## src/rtl/sps_pkg.sv

```systemverilog
// ----------------------------------------------------------------------------
// sps_pkg
// Shared types, command codes and the coil step table of the stepper phase
// sequencer.
// ----------------------------------------------------------------------------
`default_nettype none

package sps_pkg;

	// Command bytes (ASCII).
	localparam logic [7:0] CMD_START   = 8'h30;
	localparam logic [7:0] CMD_STOP    = 8'h31;
	localparam logic [7:0] CMD_REVERSE = 8'h32;
	localparam logic [7:0] CMD_SLOWER  = 8'h71;
	localparam logic [7:0] CMD_FASTER  = 8'h77;
	localparam logic [7:0] CMD_WAVE    = 8'h61;
	localparam logic [7:0] CMD_FULL    = 8'h73;
	localparam logic [7:0] CMD_HALF    = 8'h64;
	localparam logic [7:0] CMD_ROTATE  = 8'h66;

	// Result codes reported for each beat.
	localparam logic [3:0] RES_NONE    = 4'd0;
	localparam logic [3:0] RES_START   = 4'd1;
	localparam logic [3:0] RES_STOP    = 4'd2;
	localparam logic [3:0] RES_REVERSE = 4'd3;
	localparam logic [3:0] RES_SLOWER  = 4'd4;
	localparam logic [3:0] RES_FASTER  = 4'd5;
	localparam logic [3:0] RES_WAVE    = 4'd6;
	localparam logic [3:0] RES_FULL    = 4'd7;
	localparam logic [3:0] RES_HALF    = 4'd8;
	localparam logic [3:0] RES_ROTATE  = 4'd9;

	// Drive modes and sequence kinds.
	localparam logic [2:0] DM_IDLE     = 3'd0;
	localparam logic [2:0] DM_WAVE     = 3'd1;
	localparam logic [2:0] DM_FULL     = 3'd2;
	localparam logic [2:0] DM_HALF     = 3'd3;
	localparam logic [2:0] DM_ROTATION = 3'd4;

	// Item type: a tick or a command byte.
	localparam logic ITEM_TICK    = 1'b0;
	localparam logic ITEM_COMMAND = 1'b1;

	// Configuration register indexes.
	localparam logic REG_SPEED_INCREMENT = 1'b0;
	localparam logic REG_SPEED_LIMIT     = 1'b1;

	// Reset values.
	localparam logic [7:0]  SPEED_INCREMENT_RESET = 8'd10;
	localparam logic [15:0] SPEED_LIMIT_RESET     = 16'd500;
	localparam int          STEP_PERIOD_RESET     = 100;

	typedef struct packed {
		logic       kind;
		logic [7:0] cmd;
	} item_t;

	typedef struct packed {
		logic [3:0]  coils;
		logic        step_taken;
		logic [3:0]  code;
		logic [15:0] period;
	} result_t;

	// Coil patterns, bit order 1a,1b,2a,2b.
	function automatic logic [3:0] coil_lookup(input logic [2:0] idx);
		logic [3:0] pat;
		unique case (idx)
			3'd0: pat = 4'b1000;
			3'd1: pat = 4'b1010;
			3'd2: pat = 4'b0010;
			3'd3: pat = 4'b0110;
			3'd4: pat = 4'b0100;
			3'd5: pat = 4'b0101;
			3'd6: pat = 4'b0001;
			default: pat = 4'b1001;
		endcase
		return pat;
	endfunction

	// Position within a sequence to table index. Half step walks all eight
	// entries, full step the odd ones, wave and rotation the even ones.
	function automatic logic [2:0] table_index(input logic [2:0] kind, input logic cw,
			input logic [2:0] pos);
		logic [2:0] idx;
		if (kind == DM_HALF) begin
			idx = cw ? pos : (3'd7 - pos);
		end else if (kind == DM_FULL) begin
			idx = cw ? {pos[1:0], 1'b1} : (3'd7 - {pos[1:0], 1'b0});
		end else begin
			idx = cw ? {pos[1:0], 1'b0} : (3'd6 - {pos[1:0], 1'b0});
		end
		return idx;
	endfunction

endpackage

`default_nettype wire

```

## src/rtl/sps_engine.sv

```systemverilog
// ----------------------------------------------------------------------------
// sps_engine
// Sequencer state and its one-beat update: command decode, period control
// and the tick-driven coil stepping.
// ----------------------------------------------------------------------------
`default_nettype none

module sps_engine #(
	parameter int ROTATION_SEQUENCES = 12,
	parameter int PERIOD_WIDTH       = 16
) (
	input  wire logic            clk,
	input  wire logic            arst_n,
	input  wire logic            fire,
	input  wire sps_pkg::item_t  item,
	input  wire logic [7:0]      speed_increment,
	input  wire logic [15:0]     speed_limit,
	output sps_pkg::result_t     result
);
	import sps_pkg::*;

	localparam logic [3:0] ROT_COUNT = 4'(ROTATION_SEQUENCES);

	logic                    run_q, run_d;
	logic                    cw_q, cw_d;
	logic [2:0]              mode_q, mode_d;
	logic [PERIOD_WIDTH-1:0] per_q, per_d;
	logic [PERIOD_WIDTH-1:0] wait_q, wait_d;
	logic [2:0]              pos_q, pos_d;
	logic [2:0]              kind_q, kind_d;
	logic                    dir_q, dir_d;
	logic [3:0]              rot_q, rot_d;
	logic [3:0]              pat_q, pat_d;

	logic                    wait_go;
	logic                    step_go;
	logic                    rot_mid;
	logic [3:0]              code;
	logic [31:0]             lim_wide;
	logic [PERIOD_WIDTH-1:0] lim;
	logic [PERIOD_WIDTH-1:0] inc;
	logic [PERIOD_WIDTH:0]   sum;
	logic [31:0]             per_wide;

	// The limit is clipped to the period width.
	assign lim_wide = {16'd0, speed_limit};
	assign lim      = lim_wide[PERIOD_WIDTH-1:0];
	assign inc      = PERIOD_WIDTH'(speed_increment);
	assign sum      = {1'b0, per_q} + {1'b0, inc};

	always_comb begin
		run_d   = run_q;
		cw_d    = cw_q;
		mode_d  = mode_q;
		per_d   = per_q;
		wait_d  = wait_q;
		pos_d   = pos_q;
		kind_d  = kind_q;
		dir_d   = dir_q;
		rot_d   = rot_q;
		pat_d   = pat_q;
		code    = RES_NONE;
		wait_go = 1'b0;
		step_go = 1'b0;
		rot_mid = 1'b0;
		if (item.kind == ITEM_COMMAND) begin
			unique case (item.cmd)
				CMD_START: begin
					run_d = 1'b1;
					code  = RES_START;
				end
				CMD_STOP: begin
					run_d = 1'b0;
					code  = RES_STOP;
				end
				CMD_REVERSE: begin
					cw_d = ~cw_q;
					code = RES_REVERSE;
				end
				CMD_SLOWER: begin
					if (per_q < lim) begin
						per_d = (sum > {1'b0, lim}) ? lim : sum[PERIOD_WIDTH-1:0];
					end
					code = RES_SLOWER;
				end
				CMD_FASTER: begin
					if (per_q != '0) begin
						per_d = (per_q > inc) ? (per_q - inc) : '0;
					end
					code = RES_FASTER;
				end
				CMD_WAVE: begin
					mode_d = DM_WAVE;
					code   = RES_WAVE;
				end
				CMD_FULL: begin
					mode_d = DM_FULL;
					code   = RES_FULL;
				end
				CMD_HALF: begin
					mode_d = DM_HALF;
					code   = RES_HALF;
				end
				CMD_ROTATE: begin
					mode_d = DM_ROTATION;
					code   = RES_ROTATE;
				end
				default: code = RES_NONE;
			endcase
		end else begin
			wait_go = 1'b1;
			if (wait_q != '0) begin
				wait_d = wait_q - 1'b1;
				if (wait_d != '0) begin
					wait_go = 1'b0;
				end
			end
			if (wait_go) begin
				step_go = 1'b1;
				if (pos_q == 3'd0) begin
					rot_mid = (kind_q == DM_ROTATION) && (rot_q != 4'd0) && (rot_q < ROT_COUNT);
					if (!rot_mid) begin
						// A finished rotation falls back to idle.
						if ((kind_q == DM_ROTATION) && (rot_q >= ROT_COUNT)) begin
							mode_d = DM_IDLE;
						end
						kind_d = DM_IDLE;
						rot_d  = 4'd0;
						if (!run_q || (mode_d < DM_WAVE) || (mode_d > DM_ROTATION)) begin
							step_go = 1'b0;
						end else begin
							kind_d = mode_d;
							dir_d  = cw_q;
						end
					end
				end
				if (step_go) begin
					pat_d = coil_lookup(table_index(kind_d, dir_d, pos_q));
					if (kind_d == DM_HALF) begin
						pos_d = pos_q + 3'd1;
					end else begin
						pos_d = {1'b0, pos_q[1:0] + 2'd1};
					end
					if ((pos_d == 3'd0) && (kind_d == DM_ROTATION)) begin
						rot_d = rot_d + 4'd1;
					end
					wait_d = (per_q == '0) ? PERIOD_WIDTH'(1) : per_q;
				end
			end
		end
	end

	assign per_wide          = 32'(per_d);
	assign result.coils      = pat_d;
	assign result.step_taken = step_go;
	assign result.code       = code;
	assign result.period     = per_wide[15:0];

	always_ff @(posedge clk or negedge arst_n) begin
		if (!arst_n) begin
			run_q  <= 1'b1;
			cw_q   <= 1'b1;
			mode_q <= DM_IDLE;
			per_q  <= PERIOD_WIDTH'(STEP_PERIOD_RESET);
			wait_q <= '0;
			pos_q  <= 3'd0;
			kind_q <= DM_IDLE;
			dir_q  <= 1'b1;
			rot_q  <= 4'd0;
			pat_q  <= 4'd0;
		end else if (fire) begin
			run_q  <= run_d;
			cw_q   <= cw_d;
			mode_q <= mode_d;
			per_q  <= per_d;
			wait_q <= wait_d;
			pos_q  <= pos_d;
			kind_q <= kind_d;
			dir_q  <= dir_d;
			rot_q  <= rot_d;
			pat_q  <= pat_d;
		end
	end

endmodule

`default_nettype wire

```

## src/rtl/stepper_phase_sequencer_top.sv

```systemverilog
// ----------------------------------------------------------------------------
// stepper_phase_sequencer_top
// Flow: a beat accepted into the input register has its result loaded into
// the result register when the engine fires, which waits while the output
// stalls.
// Throughput: one beat per cycle unless the output stalls; the state update
// is a single pass of short logic between the input and result registers.
// Reset: arst_n clears all control and sequencer state asynchronously.
// ----------------------------------------------------------------------------
`default_nettype none

module stepper_phase_sequencer_top #(
	parameter int ROTATION_SEQUENCES = 12,
	parameter int PERIOD_WIDTH       = 16
) (
	input  wire logic        clk,
	input  wire logic        arst_n,
	input  wire logic        cfg_write,
	input  wire logic        cfg_index,
	input  wire logic [15:0] cfg_data,
	input  wire logic        in_valid,
	output logic             in_ready,
	input  wire logic        mode,
	input  wire logic [7:0]  command_byte,
	output logic             out_valid,
	input  wire logic        out_ready,
	output logic             coil_1a,
	output logic             coil_1b,
	output logic             coil_2a,
	output logic             coil_2b,
	output logic             step_taken,
	output logic [3:0]       command_result,
	output logic [15:0]      period_now
);
	import sps_pkg::*;

	logic [7:0]  speed_increment_q;
	logic [15:0] speed_limit_q;

	logic    valid_s1;
	item_t   item_s1;
	logic    adv_s1;
	logic    fire;
	result_t result_d;
	result_t result_q;
	logic    out_valid_q;

	// Config writes land at once; users must write only while idle, unchecked.
	always_ff @(posedge clk or negedge arst_n) begin
		if (!arst_n) begin
			speed_increment_q <= SPEED_INCREMENT_RESET;
			speed_limit_q     <= SPEED_LIMIT_RESET;
		end else if (cfg_write) begin
			unique case (cfg_index)
				REG_SPEED_INCREMENT: speed_increment_q <= cfg_data[7:0];
				REG_SPEED_LIMIT:     speed_limit_q     <= cfg_data;
				default:             speed_limit_q     <= speed_limit_q;
			endcase
		end
	end

	// The input stage moves on whenever the result register is empty or is
	// being drained this cycle. Because of that, a new beat can be taken
	// while a finished result is still waiting in the result register.
	assign adv_s1   = !out_valid_q || out_ready;
	assign in_ready = !valid_s1 || adv_s1;
	assign fire     = valid_s1 && adv_s1;

	always_ff @(posedge clk or negedge arst_n) begin
		if (!arst_n) begin
			valid_s1 <= 1'b0;
		end else if (in_ready) begin
			valid_s1 <= in_valid;
		end
	end

	always_ff @(posedge clk) begin
		if (in_valid && in_ready) begin
			item_s1.kind <= mode;
			item_s1.cmd  <= command_byte;
		end
	end

	// The engine holds all sequencer state and commits its update on fire.
	sps_engine #(
		.ROTATION_SEQUENCES(ROTATION_SEQUENCES),
		.PERIOD_WIDTH      (PERIOD_WIDTH)
	) u_engine (
		.clk            (clk),
		.arst_n         (arst_n),
		.fire           (fire),
		.item           (item_s1),
		.speed_increment(speed_increment_q),
		.speed_limit    (speed_limit_q),
		.result         (result_d)
	);

	// Result register. It is reloaded when the engine fires and is emptied
	// when the consumer takes the beat.
	always_ff @(posedge clk or negedge arst_n) begin
		if (!arst_n) begin
			out_valid_q <= 1'b0;
		end else if (fire) begin
			out_valid_q <= 1'b1;
		end else if (out_ready) begin
			out_valid_q <= 1'b0;
		end
	end

	always_ff @(posedge clk) begin
		if (fire) begin
			result_q <= result_d;
		end
	end

	assign out_valid      = out_valid_q;
	assign coil_1a        = result_q.coils[3];
	assign coil_1b        = result_q.coils[2];
	assign coil_2a        = result_q.coils[1];
	assign coil_2b        = result_q.coils[0];
	assign step_taken     = result_q.step_taken;
	assign command_result = result_q.code;
	assign period_now     = result_q.period;

	// A step is only ever taken on a tick, so a command code never comes
	// with a step.
	a_step_only_on_tick: assert property (@(posedge clk) disable iff (!arst_n)
		fire && (item_s1.kind == ITEM_COMMAND) |-> !result_d.step_taken)
		else $error("step taken on a command beat");

	// Ticks never report a command code.
	a_tick_no_code: assert property (@(posedge clk) disable iff (!arst_n)
		fire && (item_s1.kind == ITEM_TICK) |-> (result_d.code == RES_NONE))
		else $error("command code reported on a tick beat");

	// A beat held in the input stage is not dropped while the output stalls.
	a_s1_holds: assert property (@(posedge clk) disable iff (!arst_n)
		valid_s1 && !adv_s1 |=> valid_s1 && $stable(item_s1))
		else $error("input stage lost a stalled beat");

	// A waiting result stays until it is taken.
	a_result_holds: assert property (@(posedge clk) disable iff (!arst_n)
		out_valid_q && !out_ready |=> out_valid_q && $stable(result_q))
		else $error("result register changed while stalled");

endmodule

`default_nettype wire

```

## config.mk

```make
export PLATFORM = sky130hd
export DESIGN_NAME = stepper_phase_sequencer_top
export DESIGN_NICKNAME = d
export VERILOG_FILES = /design/src/rtl/sps_pkg.sv /design/src/rtl/sps_engine.sv /design/src/rtl/stepper_phase_sequencer_top.sv
export SDC_FILE = /design/constraint.sdc
export NUM_CORES = 1
export LEC_CHECK = 0
export BUFFER_PORTS_ARGS = -buffer_cell sky130_fd_sc_hd__buf_2
export CAP_MARGIN = 20
export CORE_UTILIZATION = 35
export CTS_CLUSTER_DIAMETER = 100
export CTS_CLUSTER_SIZE = 28
export DETAILED_ROUTE_END_ITERATION = 10
export PLACE_DENSITY = 0.49
export SETUP_SLACK_MARGIN = 0.4
export SYNTH_ARGS = -nofsm -noshare
export SYNTH_HDL_FRONTEND = slang
export SYNTH_SLANG_ARGS = --single-unit
```

## constraint.sdc

```tcl
create_clock -name clk -period 4.86 [get_ports clk]
set_clock_uncertainty 0.1 [all_clocks]
set_input_delay 1.215 -clock clk [delete_from_list [all_inputs] [get_ports clk]]
set_output_delay 1.215 -clock clk [all_outputs]
set_load 0.02 [all_outputs]
```

==> results.toml, run 1 <==
[layout]
fin_area_um2 = 9650
drive_gt1_frac = 0.245
fillers = 2193
final_cell_count_no_fill = 1252
antenna_cells = 0
nets = 1048
syn_to_final_growth_pct = 19.4

[placement]
dp.cells = 1220
dpl_cell_area_um2 = 8840
hpwl_mm = 18.7
dp_worst_setup_slack_ps = 81.4
place.gp.congestion = 0.907
io_buffers = 57

[cts]
path_clk_slew_ps = 90
postCtsHoldBufs = 0
clk_path_buf_depth = 2
cts_buffers = 9
h-tree-depth = 3
cts.sinks = 112
clk_latency_ps = 370
cts_tree = "built"
cts_root_buffer = "clkbuf_16"

[timing]
setup_slack_ps = 435
finalHoldViolations = 0
drv_slew = 0
relSlewSlack = 0.319
setup_tns_ps = 0
rsz0062_at_grt = "true"
max_freq_mhz = 226
finalCritPeriodShare = 0.911
setup_viol = 0
worst_pin_slew_ps = 993
fin_crit_ps = 4430

[power_and_ir_drop]
powerDensity_nw_per_um2 = 270
cellLeakagePower_nw = 4.00
ir_drop_mv = 0.219

[setup_path]
cp_num_buf_inv = 2
worst_path_max_delay_cell = "or4_4"
criticalPathCategory = "reg -> reg"
critical_path_cell_count = 17
end_kind = "flip-flop"
required_ps = 4880
cp-startpoint = "speed_increment_q[1]"
crit_chain = "inv_2 > ha_4 > nor2b_4 > o311ai_2 > buf_4 > a211oi_4 > o2111ai_2 > xnor2_1 > ha_1 > nand2_2 > or4_4 > o32ai_4 > a31o_4 > nand2_8 > a32o_1 > a221o_1 > a22o_1"
path_delay_family = "compound AO/OA/AOI/OAI gates"
crit_path_max_incr_delay_ps = 550
cp-start-kind = "flip-flop"
worstPathArrival_ps = 4450
reg2reg_depth = 17
r2r_start = "speed_increment_q[1]"
path_max_fanout = 9

[synth]
synthAdderAreaFrac = 0.0870
yosys_register_bits = 112
synthMuxAreaShare = 0.0478
synth_edf_count = 34
synth.cell_area_um2 = 8090
synth_warnings = 0
synth_compound_area_frac = 0.230
async_reset_ff_frac = 0.696
postSynthNetCount = 974
syn_area_per_cell_um2 = 9.11
synthCells = 888
synth_top_family_by_area = "compound AO/OA/AOI/OAI gates"
synth_ff_type = "dfrtp_1"
synth_cell_type_count = 81
synth_xor_area_frac = 0.0303
yosys.area_share.simple = 0.189
ys_seq_area_frac = 0.370

[global_routing]
grt_usage = 0.213
overflow = 0
grt_pass1_vias = 6972
antenna_found_initial = 0
grt_pass1_wl_mm = 39.3
grt_max_degree = 55

[min_path]
worstHoldStart = "u_engine.dir_q"
hp-class = "reg -> reg"
hold_path_depth = 2

[route]
vias = 7270
drt_iter0_markers = 569
drtAntennaViolNets = 0
drtPass1Iterations = 5
wire_per_inst_um = 19.9
routed_wl_mm = 24.9
drc = 0
viasPerCell = 5.81

[floorplan]
die_h_um = 154
die_area_um2 = 23700
io_pins = 58
fp.dieW_um = 154
start_util = 0.357
num_rows = 55
core_area_um2 = 22600

[flow_run]
cap_violations = 0

[outcome]
status = "complete, no violations"
cell type report:
class,count,area [um2],area share
timing repair buffer,110,693,0.0718
inverter,50,188,0.0194
tap,285,357,0.0369
multi-input combinational,679,5100,0.529
clock inverter,7,91.3,0.00946
clock buffer,9,225,0.0233
sequential,112,2990,0.310
path summary, 6_finish.rpt:
path / end / slack, ps
setup / recovery: period_now[6] / 430
hold / removal: u_engine.dir_q / 400
setup reg to reg: period_now[6] / 430
hold reg to reg: u_engine.dir_q / 400
max in group asynchronous: speed_limit_q[8] / 2920
min in group asynchronous: u_engine.pos_q[2] / 800
state kept, by name, summed over array words and instances (netlist names), 3 cells and up:
| register | flops |
|---|---|
| command_result | 4 |
| u_engine.per_q | 16 |
| u_engine.kind_q | 3 |
| item_s1 | 9 |
| period_now | 16 |
| u_engine.wait_q | 16 |
| u_engine.pat_q | 4 |
| speed_increment_q | 8 |
| u_engine.rot_q | 4 |
| u_engine.mode_q | 3 |
| u_engine.pos_q | 3 |
| speed_limit_q | 16 |
through the flow:
stage               utilization  power, mW  hold slack, ps
floorplan                     -       1.53             357
global placement          0.391       1.75             376
detailed placement        0.391       1.75             382
CTS                       0.411       2.57             397
global route              0.426       2.75             402
finish                    0.426       2.61             396
cells in the mapped netlist (7+ instances only):
cell type	n	share of area
ha_1	53	0.082
nor2_1	55	0.026
a21oi_1	58	0.036
and2_1	9	0.0070
nand2b_1	14	0.011
buf_2	7	0.0043
o21a_1	9	0.0084
and3_1	11	0.0085
a211oi_1	7	0.0065
xnor2_1	20	0.022
mux2_2	27	0.038
o21ai_0	70	0.043
dfstp_2	14	0.045
a221o_1	9	0.011
nand3_1	26	0.016
nor4_1	12	0.0093
nor3_1	18	0.011
inv_1	50	0.023
xor2_1	8	0.0087
or4_1	11	0.010
edfxtp_1	34	0.13
nand2_1	76	0.035
nand4_1	11	0.0085
dfrtp_1	64	0.20
a31oi_1	15	0.012
a22o_1	14	0.015
nor3b_1	8	0.0074
clkbuf_1	37	0.017
worst min-delay path, stage by stage, from the launching register on:
cell and delay (ps):
dfstp_2 390, nand2_1 40, o21ai_0 60
cells in the final DEF, fill, tap and decap left out, types with 6 or more instances in the layout:
master | netlist | routed
nand2_1 | 76 | 75
o21ai_0 | 70 | 63
mux2i_1 | 6 | 6
nand4_1 | 11 | 11
nor3b_1 | 8 | 8
edfxtp_1 | 34 | 34
dfstp_2 | 14 | 14
a22o_1 | 14 | 14
nor4_1 | 12 | 10
nand2b_1 | 14 | 14
a211oi_1 | 7 | 6
a21o_1 | 6 | 6
nand3_1 | 26 | 24
inv_1 | 50 | 46
mux2_2 | 27 | 26
ha_1 | 53 | 46
or4_1 | 11 | 10
dfrtp_1 | 64 | 61
a221o_1 | 9 | 9
nor2_1 | 55 | 51
a31oi_1 | 15 | 14
o21ai_1 | 4 | 11
xnor2_1 | 20 | 18
buf_2 | 7 | 56
and2_1 | 9 | 9
clkbuf_16 | 0 | 9
o21a_1 | 9 | 9
nor3_1 | 18 | 18
buf_4 | 1 | 52
xor2_1 | 8 | 7
or3_1 | 6 | 6
and3_1 | 11 | 10
a21oi_1 | 58 | 55
power by group:
part           internal (mW)  switching [mW]  leakage, nW
clock network          0.375           0.421        0.152
logic                  0.275           0.403         2.59
registers               1.05          0.0769         1.26
routing by layer:
metal,GRT usage,up-vias,part of all wire
met3,0.0268,33,0.045
met1,0.298,3560,0.48
met4,0.0781,0,0.025
li1,-,3477,-
met2,0.334,200,0.45
met5,0,-,0
cell families (layout without fill, tap and decap cells):
logic type               Yosys count  after routing
flip-flops                       112            112
multiplexers                      34             34
adder cells (fa/ha/maj)           55             55
AND/OR/NAND/NOR                  289            289
AO/OA/AOI/OAI                    273            273
XOR/XNOR                          28             28
buffers and inverters             97            176
timing repair:
action,CTS,global route
gates cloned,0,0
pin swaps,5,30
endpoints found under the setup margin,31,31
setup buffers,5,10
resized for setup,20,54
Power figures use the tool's default switching activity.
==> run 2: changes to the inputs <==
--- a/config.mk
+++ b/config.mk
@@ -5,6 +5,7 @@
 export SDC_FILE = /design/constraint.sdc
 export NUM_CORES = 1
 export LEC_CHECK = 0
+export ABC_AREA = 1
 export BUFFER_PORTS_ARGS = -buffer_cell sky130_fd_sc_hd__buf_2
 export CAP_MARGIN = 20
 export CORE_UTILIZATION = 35
==> results.toml, run 2 <==
[outcome]
status = "complete, no violations"

[placement]
place.gp.congestion = 0.884
hpwl_mm = 17.8
io_buffers = 57
dpl_cell_area_um2 = 9080

[layout]
fin_area_um2 = 9510
mostFrequentLayoutCells = "nand2_1 (339), inv_1 (132), nor2_1 (105)"
nets = 1304
drive_gt1_frac = 0.159
syn_to_final_growth_pct = 11.4
antenna_cells = 0
layout_commonest_cell = "nand2_1"

[timing]
max_freq_mhz = 238
setup_viol = 0
setup_tns_ps = 0
worst_pin_slew_ps = 944
rsz0062_at_grt = "false"
relSlewSlack = 0.369
finalCritPeriodShare = 0.865
drv_slew = 0
finalHoldViolations = 0
fin_crit_ps = 4200

[route]
routed_wl_mm = 23.5
drtPass1Iterations = 5
drt_iter0_markers = 424
wire_per_inst_um = 15.2
drc = 0
vias = 7454
drtAntennaViolNets = 0
viasPerCell = 4.83

[synth]
yosys_register_bits = 112
synth.cell_area_um2 = 8540
yosys-top-cells-count = "nand2_1 (339), inv_1 (133), nor2_1 (105)"
synth_top_area_cell = "dfrtp_1"
synthCells = 1162
synth_edf_count = 34
ys_seq_area_frac = 0.350
synth_top_area_share = 0.188
synth_ff_type = "dfrtp_1"
yosys-top-cells-area = "dfrtp_1 (19%), nand2_1 (15%), edfxtp_1 (12%)"
synth_warnings = 0
async_reset_ff_frac = 0.696
postSynthNetCount = 1248
syn_area_per_cell_um2 = 7.35
synth.most_common_cell = "nand2_1"
synth_cell_type_count = 61

[min_path]
hold_path_depth = 2
hp-class = "reg -> reg"
whs_endpoint = "u_engine.pat_q[3]"
worstHoldStart = "u_engine.pat_q[3]"

[flow_run]
cap_violations = 0

[global_routing]
grt.busiest_layer = "met2"
grt_usage = 0.198
grt_pass1_wl_mm = 38.1
grt_pass1_vias = 7110
grtUsageMet3 = 0.0194
antenna_found_initial = 0
grt_max_degree = 57
overflow = 0
grt.met2_usage = 0.307
use_met1 = 0.289

[setup_path]
crit_top_cell = "nand2_1"
crit_chain = "inv_1 > fa_1 > nand3b_1 > nand2_2 > nand2_4 > nand2_4 > nand3_1 > a211o_1 > inv_1 > ha_1 > nand2_1 > nor2_1 > a211oi_2 > nor2_2 > nor2_4 > nand3_4 > buf_4 > nand3_1 > nand3_2 > nand2_1 > nand2_1 > nand2_1 > nand2_2"
reg2reg_depth = 23
cp_num_buf_inv = 3
end_kind = "flip-flop"
worst_path_max_delay_cell = "dfstp_2"
path_delay_family = "simple AND/OR/NAND/NOR gates"
ff2ff_setup_slack_ps = 660
r2r_end = "period_now[9]"
criticalPathCategory = "reg -> reg"
path_max_fanout = 8
r2r_start = "speed_increment_q[1]"
worstPathArrival_ps = 4230
cp-start-kind = "flip-flop"
required_ps = 4880
critical_path_cell_count = 23
crit_path_max_incr_delay_ps = 550

[cts]
cts_buffers = 9
cts_tree = "built"
cts_root_buffer = "clkbuf_16"
h-tree-depth = 3
clk_latency_ps = 370
cts.sinks = 112
path_clk_slew_ps = 90
clk_path_buf_depth = 2

[power_and_ir_drop]
power_mw = 3.43
ir_drop_mv = 0.156
powerDensity_nw_per_um2 = 361
cellLeakagePower_nw = 4.85

[floorplan]
die_area_um2 = 25000
start_util = 0.361
io_pins = 58
core_area_um2 = 23700
num_rows = 56
fp.dieW_um = 158
die_h_um = 158
run 2: area by class of cell:
class / instances / area (um2)
Multi-Input combinational cell: 863 / 4780
Clock inverter: 7 / 62.6
Fill cell: 2551 / 14200
Tap cell: 319 / 399
Sequential cell: 112 / 2990
Timing Repair Buffer: 83 / 495
Clock buffer: 9 / 225
Inverter: 149 / 563
run 2: through the flow:
stage	utilization	std cells	worst slack [ps]	hold WS [ps]
finish	0.402	1542	658	394
floorplan	-	1162	1130	342
global placement	0.384	1514	263	366
CTS	0.396	1530	453	394
global route	0.402	1542	400	424
detailed placement	0.384	1514	271	367
run 2: power breakdown:
group | switching [mW] | internal [mW]
Sequential | 0.146 | 1.15
Clock | 0.411 | 0.361
Combinational | 0.902 | 0.460
Total | 1.46 | 1.97
run 2: tightest hold or removal path: cells and delay by family, from the launching register on:
| family | cells | cell delay, ps |
|---|---|---|
| flops | 1 | 360 |
| simple gates | 2 | 100 |
run 2: worst max path at each step:
stage / startpoint / endpoint / slack [ps]
after floorplan: speed_increment_q[1] / period_now[7] / 1130
after global placement: u_engine.per_q[4] / u_engine.per_q[3] / 260
after detailed placement: u_engine.per_q[4] / u_engine.per_q[3] / 270
after CTS: u_engine.per_q[4] / u_engine.per_q[2] / 450
after global routing: speed_increment_q[1] / period_now[9] / 400
final: speed_increment_q[1] / period_now[9] / 660
run 2: layer usage:
metal	part of all wire	up-vias	wire (um)
met2	0.44	122	10300
met4	0.017	0	388
met3	0.028	21	669
met1	0.52	3438	12200
met5	0	-	0
li1	-	3873	-
run 2: cell families after synthesis:
kind of cell | after synthesis | share of synthesized area
xor gates and xnor gates | 31 | 0.0318
buffers and inverters | 187 | 0.0952
muxes | 1 | 0.00117
and+or+nand+nor | 623 | 0.336
adders and majority gates | 55 | 0.0823
DFF | 112 | 0.350
AOI/OAI and AO/OA | 153 | 0.103
run 2: repair_timing:
action / CTS / global route
buffers inserted: 0 / 12
pin swaps: 0 / 3
gates cloned: 0 / 0
resized for setup: 2 / 7
hold buffers: 0 / 0
setup endpoints to repair: 32 / 32
